## config.mk

```make
export PLATFORM = sky130hd
export DESIGN_NAME = sparse_polynomial_accumulator_top
export DESIGN_NICKNAME = d
export VERILOG_FILES = /design/src/hdl/spa_pkg.sv /design/src/hdl/spa_ram.sv /design/src/hdl/spa_unit.sv /design/src/hdl/sparse_polynomial_accumulator_top.sv
export SDC_FILE = /design/constraint.sdc
export NUM_CORES = 2
export LEC_CHECK = 0
export BUFFER_PORTS_ARGS = -buffer_cell sky130_fd_sc_hd__buf_2
export CORE_MARGIN = 1.5
export CORE_UTILIZATION = 35
export DETAILED_ROUTE_END_ITERATION = 6
export GPL_TIMING_DRIVEN = 0
export SYNTH_ARGS = -nofsm -noshare
export SYNTH_HDL_FRONTEND = slang
export SYNTH_SLANG_ARGS = --single-unit
export TNS_END_PERCENT = 1
```

## constraint.sdc

```tcl
create_clock -name i_clk -period 7.1 [get_ports i_clk]
set_clock_uncertainty 0.2 [all_clocks]
set_input_delay 0.355 -clock i_clk [delete_from_list [all_inputs] [get_ports i_clk]]
set_output_delay 0.355 -clock i_clk [all_outputs]
set_load 0.05 [all_outputs]
```

## src/hdl/spa_pkg.sv

```systemverilog
package spa_pkg;

    // table geometry
    localparam int MAX_TERMS = 32;
    localparam int ADDR_W    = $clog2(MAX_TERMS);
    localparam int CNT_W     = $clog2(MAX_TERMS + 1);
    localparam int COEF_W    = 32;
    localparam int EXP_W     = 16;

    typedef logic [CNT_W-1:0]  t_cnt;
    typedef logic [ADDR_W-1:0] t_addr;

    // one stored term
    typedef struct packed {
        logic signed [EXP_W-1:0]  exp;
        logic signed [COEF_W-1:0] coef;
    } t_term;

    localparam int TERM_W = $bits(t_term);

    // request codes
    typedef enum logic [1:0] {
        REQ_TERM  = 2'd0,
        REQ_PROD  = 2'd1,
        REQ_DRAIN = 2'd2
    } t_req;

    // result status codes
    typedef enum logic [2:0] {
        STAT_INSERTED  = 3'd0,
        STAT_MERGED    = 3'd1,
        STAT_CANCELLED = 3'd2,
        STAT_FULL      = 3'd3,
        STAT_DRAINED   = 3'd4,
        STAT_EMPTY     = 3'd5
    } t_status;

    // shared compare / add unit result
    typedef struct packed {
        logic                     lt;
        logic                     eq;
        logic signed [COEF_W-1:0] sum;
        logic                     zero;
    } t_unit_res;

endpackage

```

## src/hdl/spa_ram.sv

```systemverilog
module spa_ram #(
    parameter int WIDTH = 8,
    parameter int DEPTH = 16
) (
    input  logic                     i_clk,
    input  logic                     i_we,
    input  logic [$clog2(DEPTH)-1:0] i_waddr,
    input  logic [WIDTH-1:0]         i_wdata,
    input  logic [$clog2(DEPTH)-1:0] i_raddr,
    output logic [WIDTH-1:0]         o_rdata
);

    logic [WIDTH-1:0] r_mem [DEPTH];
    logic [WIDTH-1:0] r_rdata;

    // write one word, read one word with a registered output
    always_ff @(posedge i_clk) begin
        if (i_we) begin
            r_mem[i_waddr] <= i_wdata;
        end
        r_rdata <= r_mem[i_raddr];
    end

    assign o_rdata = r_rdata;

endmodule

```

## src/hdl/spa_unit.sv

```systemverilog
module spa_unit (
    input  spa_pkg::t_term                       i_stored,
    input  logic signed [spa_pkg::EXP_W-1:0]     i_exp,
    input  logic signed [spa_pkg::COEF_W-1:0]    i_coef,
    output spa_pkg::t_unit_res                   o_res
);

    logic signed [spa_pkg::COEF_W-1:0] sum;

    // compare exponents and add coefficients of stored and offered term
    assign sum         = i_stored.coef + i_coef;
    assign o_res.lt    = i_stored.exp < i_exp;
    assign o_res.eq    = i_stored.exp == i_exp;
    assign o_res.sum   = sum;
    assign o_res.zero  = sum == '0;

endmodule

```

## src/hdl/sparse_polynomial_accumulator_top.sv

```systemverilog
// Channel   Direction  Handshake              Payload
// request   in         start & !busy          i_req_type, i_coef_a, i_exp_a, i_coef_b, i_exp_b
// result    out        o_valid, one cycle     o_term_coef, o_term_exp, o_last, o_status
//
// Accumulate: the request is accepted, then a linear search over the table at one entry a
// cycle through the term RAM read port, then a shift of the tail at one entry a cycle
// when a term is inserted before it or cancelled. Search and shift touch each entry
// at most once. Drain: one beat per stored term, one beat a cycle; an empty table
// gives a single beat with status EMPTY.
// Reset clears the term count and the sequencer; the RAM keeps its contents.
// Results are strobes with no back pressure; busy stays high until the last beat.
module sparse_polynomial_accumulator_top (
    input  logic                                 i_clk,
    input  logic                                 i_rst_n,
    input  logic                                 start,
    output logic                                 busy,
    input  logic [1:0]                           i_req_type,
    input  logic signed [31:0]                   i_coef_a,
    input  logic signed [14:0]                   i_exp_a,
    input  logic signed [31:0]                   i_coef_b,
    input  logic signed [14:0]                   i_exp_b,
    output logic                                 o_valid,
    output logic signed [31:0]                   o_term_coef,
    output logic signed [15:0]                   o_term_exp,
    output logic                                 o_last,
    output logic [2:0]                           o_status
);

    typedef enum logic [5:0] {
        ST_IDLE   = 6'b000001,
        ST_SEARCH = 6'b000010,
        ST_DEL    = 6'b000100,
        ST_INS    = 6'b001000,
        ST_PUT    = 6'b010000,
        ST_DRAIN  = 6'b100000
    } t_state;

    t_state                                  r_state, n_state;
    spa_pkg::t_cnt                           r_count, n_count;
    spa_pkg::t_cnt                           r_pos, n_pos;
    spa_pkg::t_cnt                           r_idx, n_idx;
    logic signed [spa_pkg::COEF_W-1:0]       r_coef, n_coef;
    logic signed [spa_pkg::EXP_W-1:0]        r_exp, n_exp;

    logic                                    r_valid, n_valid;
    logic signed [spa_pkg::COEF_W-1:0]       r_ocoef, n_ocoef;
    logic signed [spa_pkg::EXP_W-1:0]        r_oexp, n_oexp;
    logic                                    r_last, n_last;
    spa_pkg::t_status                        r_status, n_status;

    spa_pkg::t_cnt                           raddr_full;
    spa_pkg::t_cnt                           waddr_full;
    logic                                    ram_we;
    spa_pkg::t_term                          ram_wdata;
    spa_pkg::t_term                          ram_rdata;
    spa_pkg::t_unit_res                      unit_res;
    logic                                    full;

    spa_ram #(
        .WIDTH (spa_pkg::TERM_W),
        .DEPTH (spa_pkg::MAX_TERMS)
    ) u_ram (
        .i_clk   (i_clk),
        .i_we    (ram_we),
        .i_waddr (waddr_full[spa_pkg::ADDR_W-1:0]),
        .i_wdata (ram_wdata),
        .i_raddr (raddr_full[spa_pkg::ADDR_W-1:0]),
        .o_rdata (ram_rdata)
    );

    spa_unit u_unit (
        .i_stored (ram_rdata),
        .i_exp    (r_exp),
        .i_coef   (r_coef),
        .o_res    (unit_res)
    );

    assign full = r_count == spa_pkg::t_cnt'(spa_pkg::MAX_TERMS);

    // sequence search, shift and drain
    always_comb begin
        n_state    = r_state;
        n_count    = r_count;
        n_pos      = r_pos;
        n_idx      = r_idx;
        n_coef     = r_coef;
        n_exp      = r_exp;
        n_valid    = 1'b0;
        n_ocoef    = r_ocoef;
        n_oexp     = r_oexp;
        n_last     = r_last;
        n_status   = r_status;
        raddr_full = '0;
        waddr_full = r_pos;
        ram_we     = 1'b0;
        ram_wdata  = '{exp: r_exp, coef: r_coef};

        case (r_state)
            ST_IDLE: begin
                if (start) begin
                    n_pos = '0;
                    case (spa_pkg::t_req'(i_req_type))
                        spa_pkg::REQ_TERM: begin
                            n_coef  = i_coef_a;
                            n_exp   = {i_exp_a[14], i_exp_a};
                            n_state = ST_SEARCH;
                        end
                        spa_pkg::REQ_PROD: begin
                            n_coef  = i_coef_a * i_coef_b;
                            n_exp   = {i_exp_a[14], i_exp_a} + {i_exp_b[14], i_exp_b};
                            n_state = ST_SEARCH;
                        end
                        spa_pkg::REQ_DRAIN: begin
                            if (r_count == '0) begin
                                n_valid  = 1'b1;
                                n_ocoef  = '0;
                                n_oexp   = '0;
                                n_last   = 1'b1;
                                n_status = spa_pkg::STAT_EMPTY;
                            end else begin
                                n_state = ST_DRAIN;
                            end
                        end
                        default: begin
                        end
                    endcase
                end
            end

            ST_SEARCH: begin
                if (r_pos != r_count && unit_res.lt) begin
                    // advance past smaller exponent
                    n_pos      = r_pos + spa_pkg::t_cnt'(1);
                    raddr_full = r_pos + spa_pkg::t_cnt'(1);
                end else if (r_pos != r_count && unit_res.eq) begin
                    if (!unit_res.zero) begin
                        // merge in place
                        ram_we         = 1'b1;
                        ram_wdata.coef = unit_res.sum;
                        n_valid        = 1'b1;
                        n_ocoef        = unit_res.sum;
                        n_oexp         = r_exp;
                        n_last         = 1'b1;
                        n_status       = spa_pkg::STAT_MERGED;
                        n_state        = ST_IDLE;
                    end else begin
                        // cancel: drop entry and close the gap
                        n_count = r_count - spa_pkg::t_cnt'(1);
                        if (r_pos + spa_pkg::t_cnt'(1) < r_count) begin
                            n_idx      = r_pos;
                            raddr_full = r_pos + spa_pkg::t_cnt'(1);
                            n_state    = ST_DEL;
                        end else begin
                            n_valid  = 1'b1;
                            n_ocoef  = '0;
                            n_oexp   = r_exp;
                            n_last   = 1'b1;
                            n_status = spa_pkg::STAT_CANCELLED;
                            n_state  = ST_IDLE;
                        end
                    end
                end else if (full) begin
                    // drop new exponent
                    n_valid  = 1'b1;
                    n_ocoef  = r_coef;
                    n_oexp   = r_exp;
                    n_last   = 1'b1;
                    n_status = spa_pkg::STAT_FULL;
                    n_state  = ST_IDLE;
                end else if (r_pos == r_count) begin
                    n_state = ST_PUT;
                end else begin
                    // open a slot at pos, moving the tail up from the top
                    n_idx      = r_count;
                    raddr_full = r_count - spa_pkg::t_cnt'(1);
                    n_state    = ST_INS;
                end
            end

            ST_DEL: begin
                ram_we     = 1'b1;
                waddr_full = r_idx;
                ram_wdata  = ram_rdata;
                if (r_idx + spa_pkg::t_cnt'(1) < r_count) begin
                    n_idx      = r_idx + spa_pkg::t_cnt'(1);
                    raddr_full = r_idx + spa_pkg::t_cnt'(2);
                end else begin
                    n_valid  = 1'b1;
                    n_ocoef  = '0;
                    n_oexp   = r_exp;
                    n_last   = 1'b1;
                    n_status = spa_pkg::STAT_CANCELLED;
                    n_state  = ST_IDLE;
                end
            end

            ST_INS: begin
                ram_we     = 1'b1;
                waddr_full = r_idx;
                ram_wdata  = ram_rdata;
                if (r_idx - spa_pkg::t_cnt'(1) > r_pos) begin
                    n_idx      = r_idx - spa_pkg::t_cnt'(1);
                    raddr_full = r_idx - spa_pkg::t_cnt'(2);
                end else begin
                    n_state = ST_PUT;
                end
            end

            ST_PUT: begin
                ram_we   = 1'b1;
                n_count  = r_count + spa_pkg::t_cnt'(1);
                n_valid  = 1'b1;
                n_ocoef  = r_coef;
                n_oexp   = r_exp;
                n_last   = 1'b1;
                n_status = spa_pkg::STAT_INSERTED;
                n_state  = ST_IDLE;
            end

            ST_DRAIN: begin
                // emit one stored term a beat
                n_valid  = 1'b1;
                n_ocoef  = ram_rdata.coef;
                n_oexp   = ram_rdata.exp;
                n_status = spa_pkg::STAT_DRAINED;
                n_last   = r_pos + spa_pkg::t_cnt'(1) == r_count;
                if (r_pos + spa_pkg::t_cnt'(1) == r_count) begin
                    n_count = '0;
                    n_state = ST_IDLE;
                end else begin
                    n_pos      = r_pos + spa_pkg::t_cnt'(1);
                    raddr_full = r_pos + spa_pkg::t_cnt'(1);
                end
            end

            default: begin
                n_state = ST_IDLE;
            end
        endcase
    end

    // hold control state
    always_ff @(posedge i_clk) begin
        if (!i_rst_n) begin
            r_state <= ST_IDLE;
            r_count <= '0;
            r_valid <= 1'b0;
        end else begin
            r_state <= n_state;
            r_count <= n_count;
            r_valid <= n_valid;
        end
    end

    // hold payload
    always_ff @(posedge i_clk) begin
        r_pos    <= n_pos;
        r_idx    <= n_idx;
        r_coef   <= n_coef;
        r_exp    <= n_exp;
        r_ocoef  <= n_ocoef;
        r_oexp   <= n_oexp;
        r_last   <= n_last;
        r_status <= n_status;
    end

    assign busy        = r_state != ST_IDLE;
    assign o_valid     = r_valid;
    assign o_term_coef = r_ocoef;
    assign o_term_exp  = r_oexp;
    assign o_last      = r_last;
    assign o_status    = r_status;

    a_count_bound: assert property (@(posedge i_clk) disable iff (!i_rst_n)
        r_count <= spa_pkg::t_cnt'(spa_pkg::MAX_TERMS))
        else $error("term count beyond table size");

    a_last_idle: assert property (@(posedge i_clk) disable iff (!i_rst_n)
        (r_valid && r_last) |-> (r_state == ST_IDLE))
        else $error("final beat while sequencer still running");

    a_drain_run: assert property (@(posedge i_clk) disable iff (!i_rst_n)
        (r_valid && !r_last) |=> r_valid)
        else $error("drain stopped before final beat");

    a_write_state: assert property (@(posedge i_clk) disable iff (!i_rst_n)
        ram_we |-> (r_state != ST_IDLE && r_state != ST_DRAIN))
        else $error("table write outside update states");

endmodule
```

# ---- Word level (Yosys, flattened, before mapping)
# Memory sizes are Yosys's and may differ from the RTL's. A register that Yosys moved wholly into a read port is not among the register bits.
# Cells that the tools add are included.
dict set report word_totals {
  ff_bits 125
  mem_bits_rw 1536
  input_bits 99
  out_inout_bits 54
  wordCells 186
  n_memories 1
}
# memory words width rd rd_clocked_by_memory_dff wr line_no
set mem_list {}
lappend mem_list {u_ram.r_mem 32 48 1 1 1 spa_ram.sv:13} ;# logic [WIDTH-1:0] r_mem [DEPTH];
dict set report classes {
  n_addsub 9
  n_mul 1
  order_cmp 4
  eq_ne 35
  muxes 105
  n_reduce_logical 20
}
# operator count
set ops {}
lappend ops {{32-bit two-way mux} 12}
lappend ops {{16-bit two-way mux} 10}
lappend ops {{32-bit case mux with 5 select lines} 1}
lappend ops {{6-bit two-way mux} 23}
lappend ops {{32-bit case mux with 2 select lines} 2}
lappend ops {{16-bit case mux with 5 select lines} 1}
lappend ops {{5-bit two-way mux} 11}
lappend ops {{6-bit case mux with 3 select lines} 3}
lappend ops {{3-bit two-way mux} 11}
lappend ops {{32-bit adder} 1}
lappend ops {{32-bit logical NOT} 1}
lappend ops {{32-bit by 32-bit multiplier with 32-bit output} 1}
lappend ops {{16-bit case mux with 2 select lines} 1}
lappend ops {{6-bit case mux with 5 select lines} 1}
lappend ops {{2-bit != test, second input constant} 12}
lappend ops {{1-bit two-way mux} 23}
lappend ops {{5-bit case mux with 4 select lines} 1}
lappend ops {{6-bit by 1-bit adder with 6-bit output, second input constant} 3}
lappend ops {{3-bit != test, second input constant} 6}
lappend ops {{15-bit by 15-bit adder with 16-bit output} 1}
lappend ops {{16-bit == test} 1}
lappend ops {{16-bit < comparator} 1}
lappend ops {{8-bit AND reduction} 2}
lappend ops {{3-bit case mux with 5 select lines} 1}
lappend ops {{other kinds (35)} 44}

# ---- Logic depth before layout (Yosys ltp)
dict set report depth {
  word_depth 8
  ltp_mapped 30
  depth_no_buf 28
}

# ---- Cells and area by module
# A second synthesis with hierarchy kept.
dict set report hier_totals {
  hier_cells 6382
  area_unflattened_um2 87500.2
}
# module n_inst cells_per_inst area_each_um2 seq_area_each_um2
set modules_own_cells {}
lappend modules_own_cells {spa_ram 1 3364 60724.5 47085.2}
lappend modules_own_cells {sparse_polynomial_accumulator_top 1 2659 24325.8 3623.5}
lappend modules_own_cells {spa_unit 1 359 2449.8 0.0}

# ---- Least setup slack after synthesis
# Ideal clock, no wire load.
dict set report synth_timing {
  path_kind {in2reg}
  startpoint {input port i_coef_b[3]}
  endpoint {register r_coef[30] in the netlist's numbering (data pin)}
  setup_time_ps 267
  arrival_time_ps 6926
  required_ps 6633
  path_slack_ps -292
  path_stages 26
  path_buffers 3
  path_cell_list {clkbuf_1 clkbuf_1 and2_1 fa_1 fa_1 inv_1 fa_1 fa_1 inv_1 fa_1 inv_1 fa_1 inv_1 fa_1 fa_1 ha_1 clkbuf_1 nand3_1 nand2_1 a41o_1 o41ai_1 o211a_1 o21ai_0 a31oi_1 xor2_1 o21ai_0}
}
dict set report synth_via {
  elab_chain_cells 2
}
# element line_no
set synth_rtl {}
lappend synth_rtl {{from (decl)} sparse_polynomial_accumulator_top.sv:20} ;# input logic signed [31:0] i_coef_b,
lappend synth_rtl {{32-bit by 32-bit multiplier with 32-bit output} sparse_polynomial_accumulator_top.sv:109} ;# n_coef = i_coef_a * i_coef_b;
lappend synth_rtl {{32-bit case mux with 2 select lines} sparse_polynomial_accumulator_top.sv:102} ;# case (spa_pkg::t_req'(i_req_type))
lappend synth_rtl {{to (signal assigned)} sparse_polynomial_accumulator_top.sv:259} ;# r_coef <= n_coef;
lappend synth_rtl {{to (decl)} sparse_polynomial_accumulator_top.sv:42} ;# logic signed [spa_pkg::COEF_W-1:0] r_coef, n_coef;
# No other way between the ends.
# A chain may end at the register's enable or synchronous reset.

# ---- Worst setup path after layout
dict set report layout_timing {
  startpoint {register r_coef[1] in the netlist's numbering}
  endpoint {register u_ram.r_rdata[13] (netlist: u_ram.o_rdata[13]), read port of u_ram.r_mem}
}
dict set report layout_via {
  elab_chain_cells 6
}
# element line_no
set layout_rtl {}
lappend layout_rtl {{32-bit adder} spa_unit.sv:11} ;# assign sum = i_stored.coef + i_coef;
lappend layout_rtl {{32-bit logical NOT} spa_unit.sv:15} ;# assign o_res.zero = sum == '0;
lappend layout_rtl {{5-bit two-way mux} sparse_polynomial_accumulator_top.sv:136} ;# if (!unit_res.zero) begin
lappend layout_rtl {{5-bit two-way mux} sparse_polynomial_accumulator_top.sv:135} ;# end else if (r_pos != r_count && unit_res.eq) begin
lappend layout_rtl {{5-bit two-way mux} sparse_polynomial_accumulator_top.sv:131} ;# if (r_pos != r_count && unit_res.lt) begin
lappend layout_rtl {{5-bit case mux with 4 select lines} sparse_polynomial_accumulator_top.sv:98} ;# case (r_state)
lappend layout_rtl {{to (decl)} spa_ram.sv:14} ;# logic [WIDTH-1:0] r_rdata;
# No other way between the ends.

==> summary.md <==
| Metric | Value |
|---|---|
| Crit. End Element | `flop` |
| TritonCTS clock tree | `yes` |
| Synth top area cells | `edfxtp_1 56%, mux2i_1 11%, fa_1 9.3%, ha_1 3.4%, and2_1 2.6%` |
| Tightest Pin Transition | `1.48 ns` |
| Comb power frac | `0.523` |
| FF+latch count, synth | `1709` |
| EDFF count, synth | `about 1600` |
| Area grow syn2layout | `15.3%` |
| CP Data Required Time | `7.55 ns` |
| Bufs and invs on worst path | `1` |
| Vias per cell | `5.37` |
| Slowest-stage cell, CP | `buf_1` |
| Worst hold path type | `in -> reg` |
| Endpoints failing setup | `4` |
| Layout cell share with drive strength beyond 1 | `0.124` |
| # fillers | `23200` |
| Via Count | `about 56000` |
| Max Slew Vio Count | `0` |
| Crit path largest cell delay | `0.78 ns` |
| Sequential share of power | `0.273` |
| Most frequent cells in the layout | `1648 x edfxtp_1, 991 x mux2i_1, 522 x inv_1, 408 x fa_1, 371 x and2_1` |
| Sequential area share after synthesis | `0.572` |
| Rel. slew slack | `0.0133` |
| Vias in the first global route | `56200` |
| Routed WL | `between 200000 and 300000 um` |
| Internal | `0.0262 W` |
| DRT iter0 DRCs | `5340` |
| Clock slew at reported path FFs | `0.06 ns` |
| Leading cell type in the layout, fill and taps excluded | `edfxtp_1` |
| DP Wirelength | `208000 um` |
| Fin crit share | `1.01` |
| Synth top area share | `0.558` |
| GRT Overall Usage | `0.214` |
| H-tree Lvls | `4` |
| Worst EP arrival | `7.65 ns` |
| Violated checks | `design-rule violations, negative setup slack` |
| NetSw | `0.0182 W` |
| Die Footprint | `256000 um2` |
| MaxCap Viol Count | `0` |
| Worst skew pair latency | `0.85 ns` |
| Nets | `between 7000 and 8000` |
| Num rows | `184` |
| Mean Syn Cell Area | `13.9 um2` |
| CP max FO | `10` |
| First-pass GRT wire length | `399000 um` |
| Critical path class | `reg -> reg` |
| Status | `finished, violations left` |
| Clock period minus worst slack | `between 7 and 8 ns` |
| Total negative slack | `-0.223 ns` |
| RSZ-0062 raised after global routing | `yes` |
| Routed len/inst | `26.9 um` |
| Post-Syn Instances | `6394` |
| Mapped Area | `around 90000 um2` |
| Critical Path, Cell by Cell | `ha_1 -> a211oi_1 -> o21ai_1 -> a31oi_1 -> nand2_1 -> xnor2_1 -> and4_1 -> nand3_1 -> nor4_4 -> nand3_2 -> a21oi_1 -> nor4b_4 -> nand2_2 -> buf_1 -> o22ai_1 -> nor4_1` |
| Yosys top cell by area | `edfxtp_1` |
| Synth async-reset ratio | `0` |
| Starting density of the core | `0.352` |
| Drt pass-1 iters | `7` |
| Final WS setup | `-0.0961 ns` |
| Dominant synthesized flop cell | `edfxtp_1` |
| Worst setup SP type | `flop` |
| TritonCTS Sinks | `1709` |
| Port-buffer cells | `~150` |
| Leakage Power | `37.8 nW` |
| Yosys warnings | `0` |
| Total gr overflow | `0` |
| Worst VDD drop | `~0.0016 V` |
| Die X | `506 um` |
| Highest clock rate | `139 MHz` |
| Mapped Nets | `7141` |
| Max Buffers Root-to-Sink | `3` |
| Final Hold Viols | `0` |
| Core area | `252000 um2` |
| Die height | `506 um` |
| Largest net degree at the start of global routing | `54` |
| Clock share of power | `0.204` |
| Worst slack at placement | `-2.13 ns` |
| Fin Hold WS | `0.0615 ns` |
| Routed Antenna Nets | `0` |
| Switching share of power | `0.411` |
| CTS root buf | `clkbuf_16` |
| Post-synth cell types | `96` |
| Pwr dens | `approximately 430 nW/um2` |
| CTS Buf Count | `~170` |
| Num ports | `153` |
| Crit path max-delay family | `simple AND/OR/NAND/NOR gates` |
| Initial antenna violation count | `21` |
| Routability Congestion | `0.922` |
| Number of remaining DRC errors | `2` |
==> power groups by stage <==
stage | registers (W) | logic [W] | clock network (W)
after CTS | 0.0121 | 0.0217 | 0.00916
after global placement | 0.0123 | 0.0207 | 0
final | 0.0121 | 0.0232 | 0.00905
after floorplan | 0.0123 | 0.0145 | 0
after global routing | 0.0121 | 0.0255 | 0.00953
after detailed placement | 0.0123 | 0.0211 | 0
==> worst reg2reg max path, cell delays in order, from the launching register on <==
cell,delay (ns)
edfxtp_1,0.54
ha_1,0.38
a211oi_1,0.37
o21ai_1,0.22
a31oi_1,0.52
nand2_1,0.14
xnor2_1,0.51
and4_1,0.31
nand3_1,0.21
nor4_4,0.50
nand3_2,0.21
a21oi_1,0.48
nor4b_4,0.20
nand2_2,0.47
buf_1,0.79
o22ai_1,0.30
nor4_1,0.69
==> cell families after synthesis <==
group,after synthesis,synth area share
multiplexers,998,0.113
buffers and inverters,868,0.0408
AND/OR/NAND/NOR,1213,0.0711
XOR/XNOR,130,0.0128
flip-flops,1709,0.572
adder cells (fa/ha/maj),648,0.126
AO/OA/AOI/OAI,828,0.0644
==> stage by stage <==
step / util / std cells / total power (W) / instance area (um2)
final: 0.406 / 10400 / 0.0444 / 102000
after floorplan: - / 6394 / 0.0268 / 88700
after CTS: 0.405 / 10300 / 0.0429 / 102000
after global routing: 0.406 / 10300 / 0.0472 / 102000
after detailed placement: 0.380 / 9973 / 0.0334 / 95600
after global placement: 0.372 / 9887 / 0.0331 / 93600
==> flip-flops by register name (all words and copies together), names as in the netlist <==
signal	count
o_status	3
u_ram.r_mem	1536
r_exp	16
r_idx	6
o_valid	1
o_last	1
r_coef	32
u_ram.o_rdata	48
r_state	6
r_pos	6
o_term_exp	16
r_count	6
o_term_coef	32
==> final timing paths <==
kind	startpoint	slack, ns	depth (start not counted)	end
setup / recovery	r_coef[1]$_DFFE_PP_	-0.1	16	u_ram.o_rdata[13]$_DFF_P_
hold / removal	i_exp_b[2]	0.06	4	r_exp[2]$_DFFE_PP_
setup reg to reg	r_coef[1]$_DFFE_PP_	-0.1	16	u_ram.o_rdata[13]$_DFF_P_
hold reg to reg	r_count[4]$_SDFFE_PN0P_	0.45	1	r_count[4]$_SDFFE_PN0P_
==> cell type report <==
type	count	area, um2	area share
flip-flops and latches	1709	50700	0.496
plain buffers	338	1870	0.0182
diodes	8	20.0	0.000196
clock inverters	88	932	0.00912
inverters	523	1960	0.0192
well taps	3348	4190	0.0410
repair buffers	286	2950	0.0288
clock buffers	234	4700	0.0460
multi-input cells	3817	34900	0.341
==> metal layers <==
layer | vias to the layer above | part of all wire | wire, um | GRT usage
met1 | 28800 | 0.42 | 117000 | 0.284
met3 | 446 | 0.068 | 18800 | 0.0366
met4 | 14 | 0.038 | 10600 | 0.0791
li1 | 24300 | - | - | -
met5 | - | 0.00033 | 92 | 0
met2 | 2090 | 0.47 | 132000 | 0.351
==> synth_stat cells (all sizes together), types with 36 or more instances <==
master and n:
buf 160, nand3 43, o32ai 48, edfxtp 1648, inv 523, clkbuf 185
o21ai 158, a211oi 129, nor2 232, dfxtp 61, xor2 36, o22ai 145
and2 371, a21oi 89, nor3 39, mux2i 991, xnor2 94, ha 238
fa 410, nand2 362, nor4 49
==> repair_timing <==
action                                  in CTS  in global routing
endpoints found under the hold margin       51                  3
hold buffers                                47                  3
endpoints found under the setup margin      28                795
buffers inserted                             2                  3
gates resized for setup                     78                161
pin swaps                                    1                  9
No activity file was read; power rests on OpenSTA's default activity.
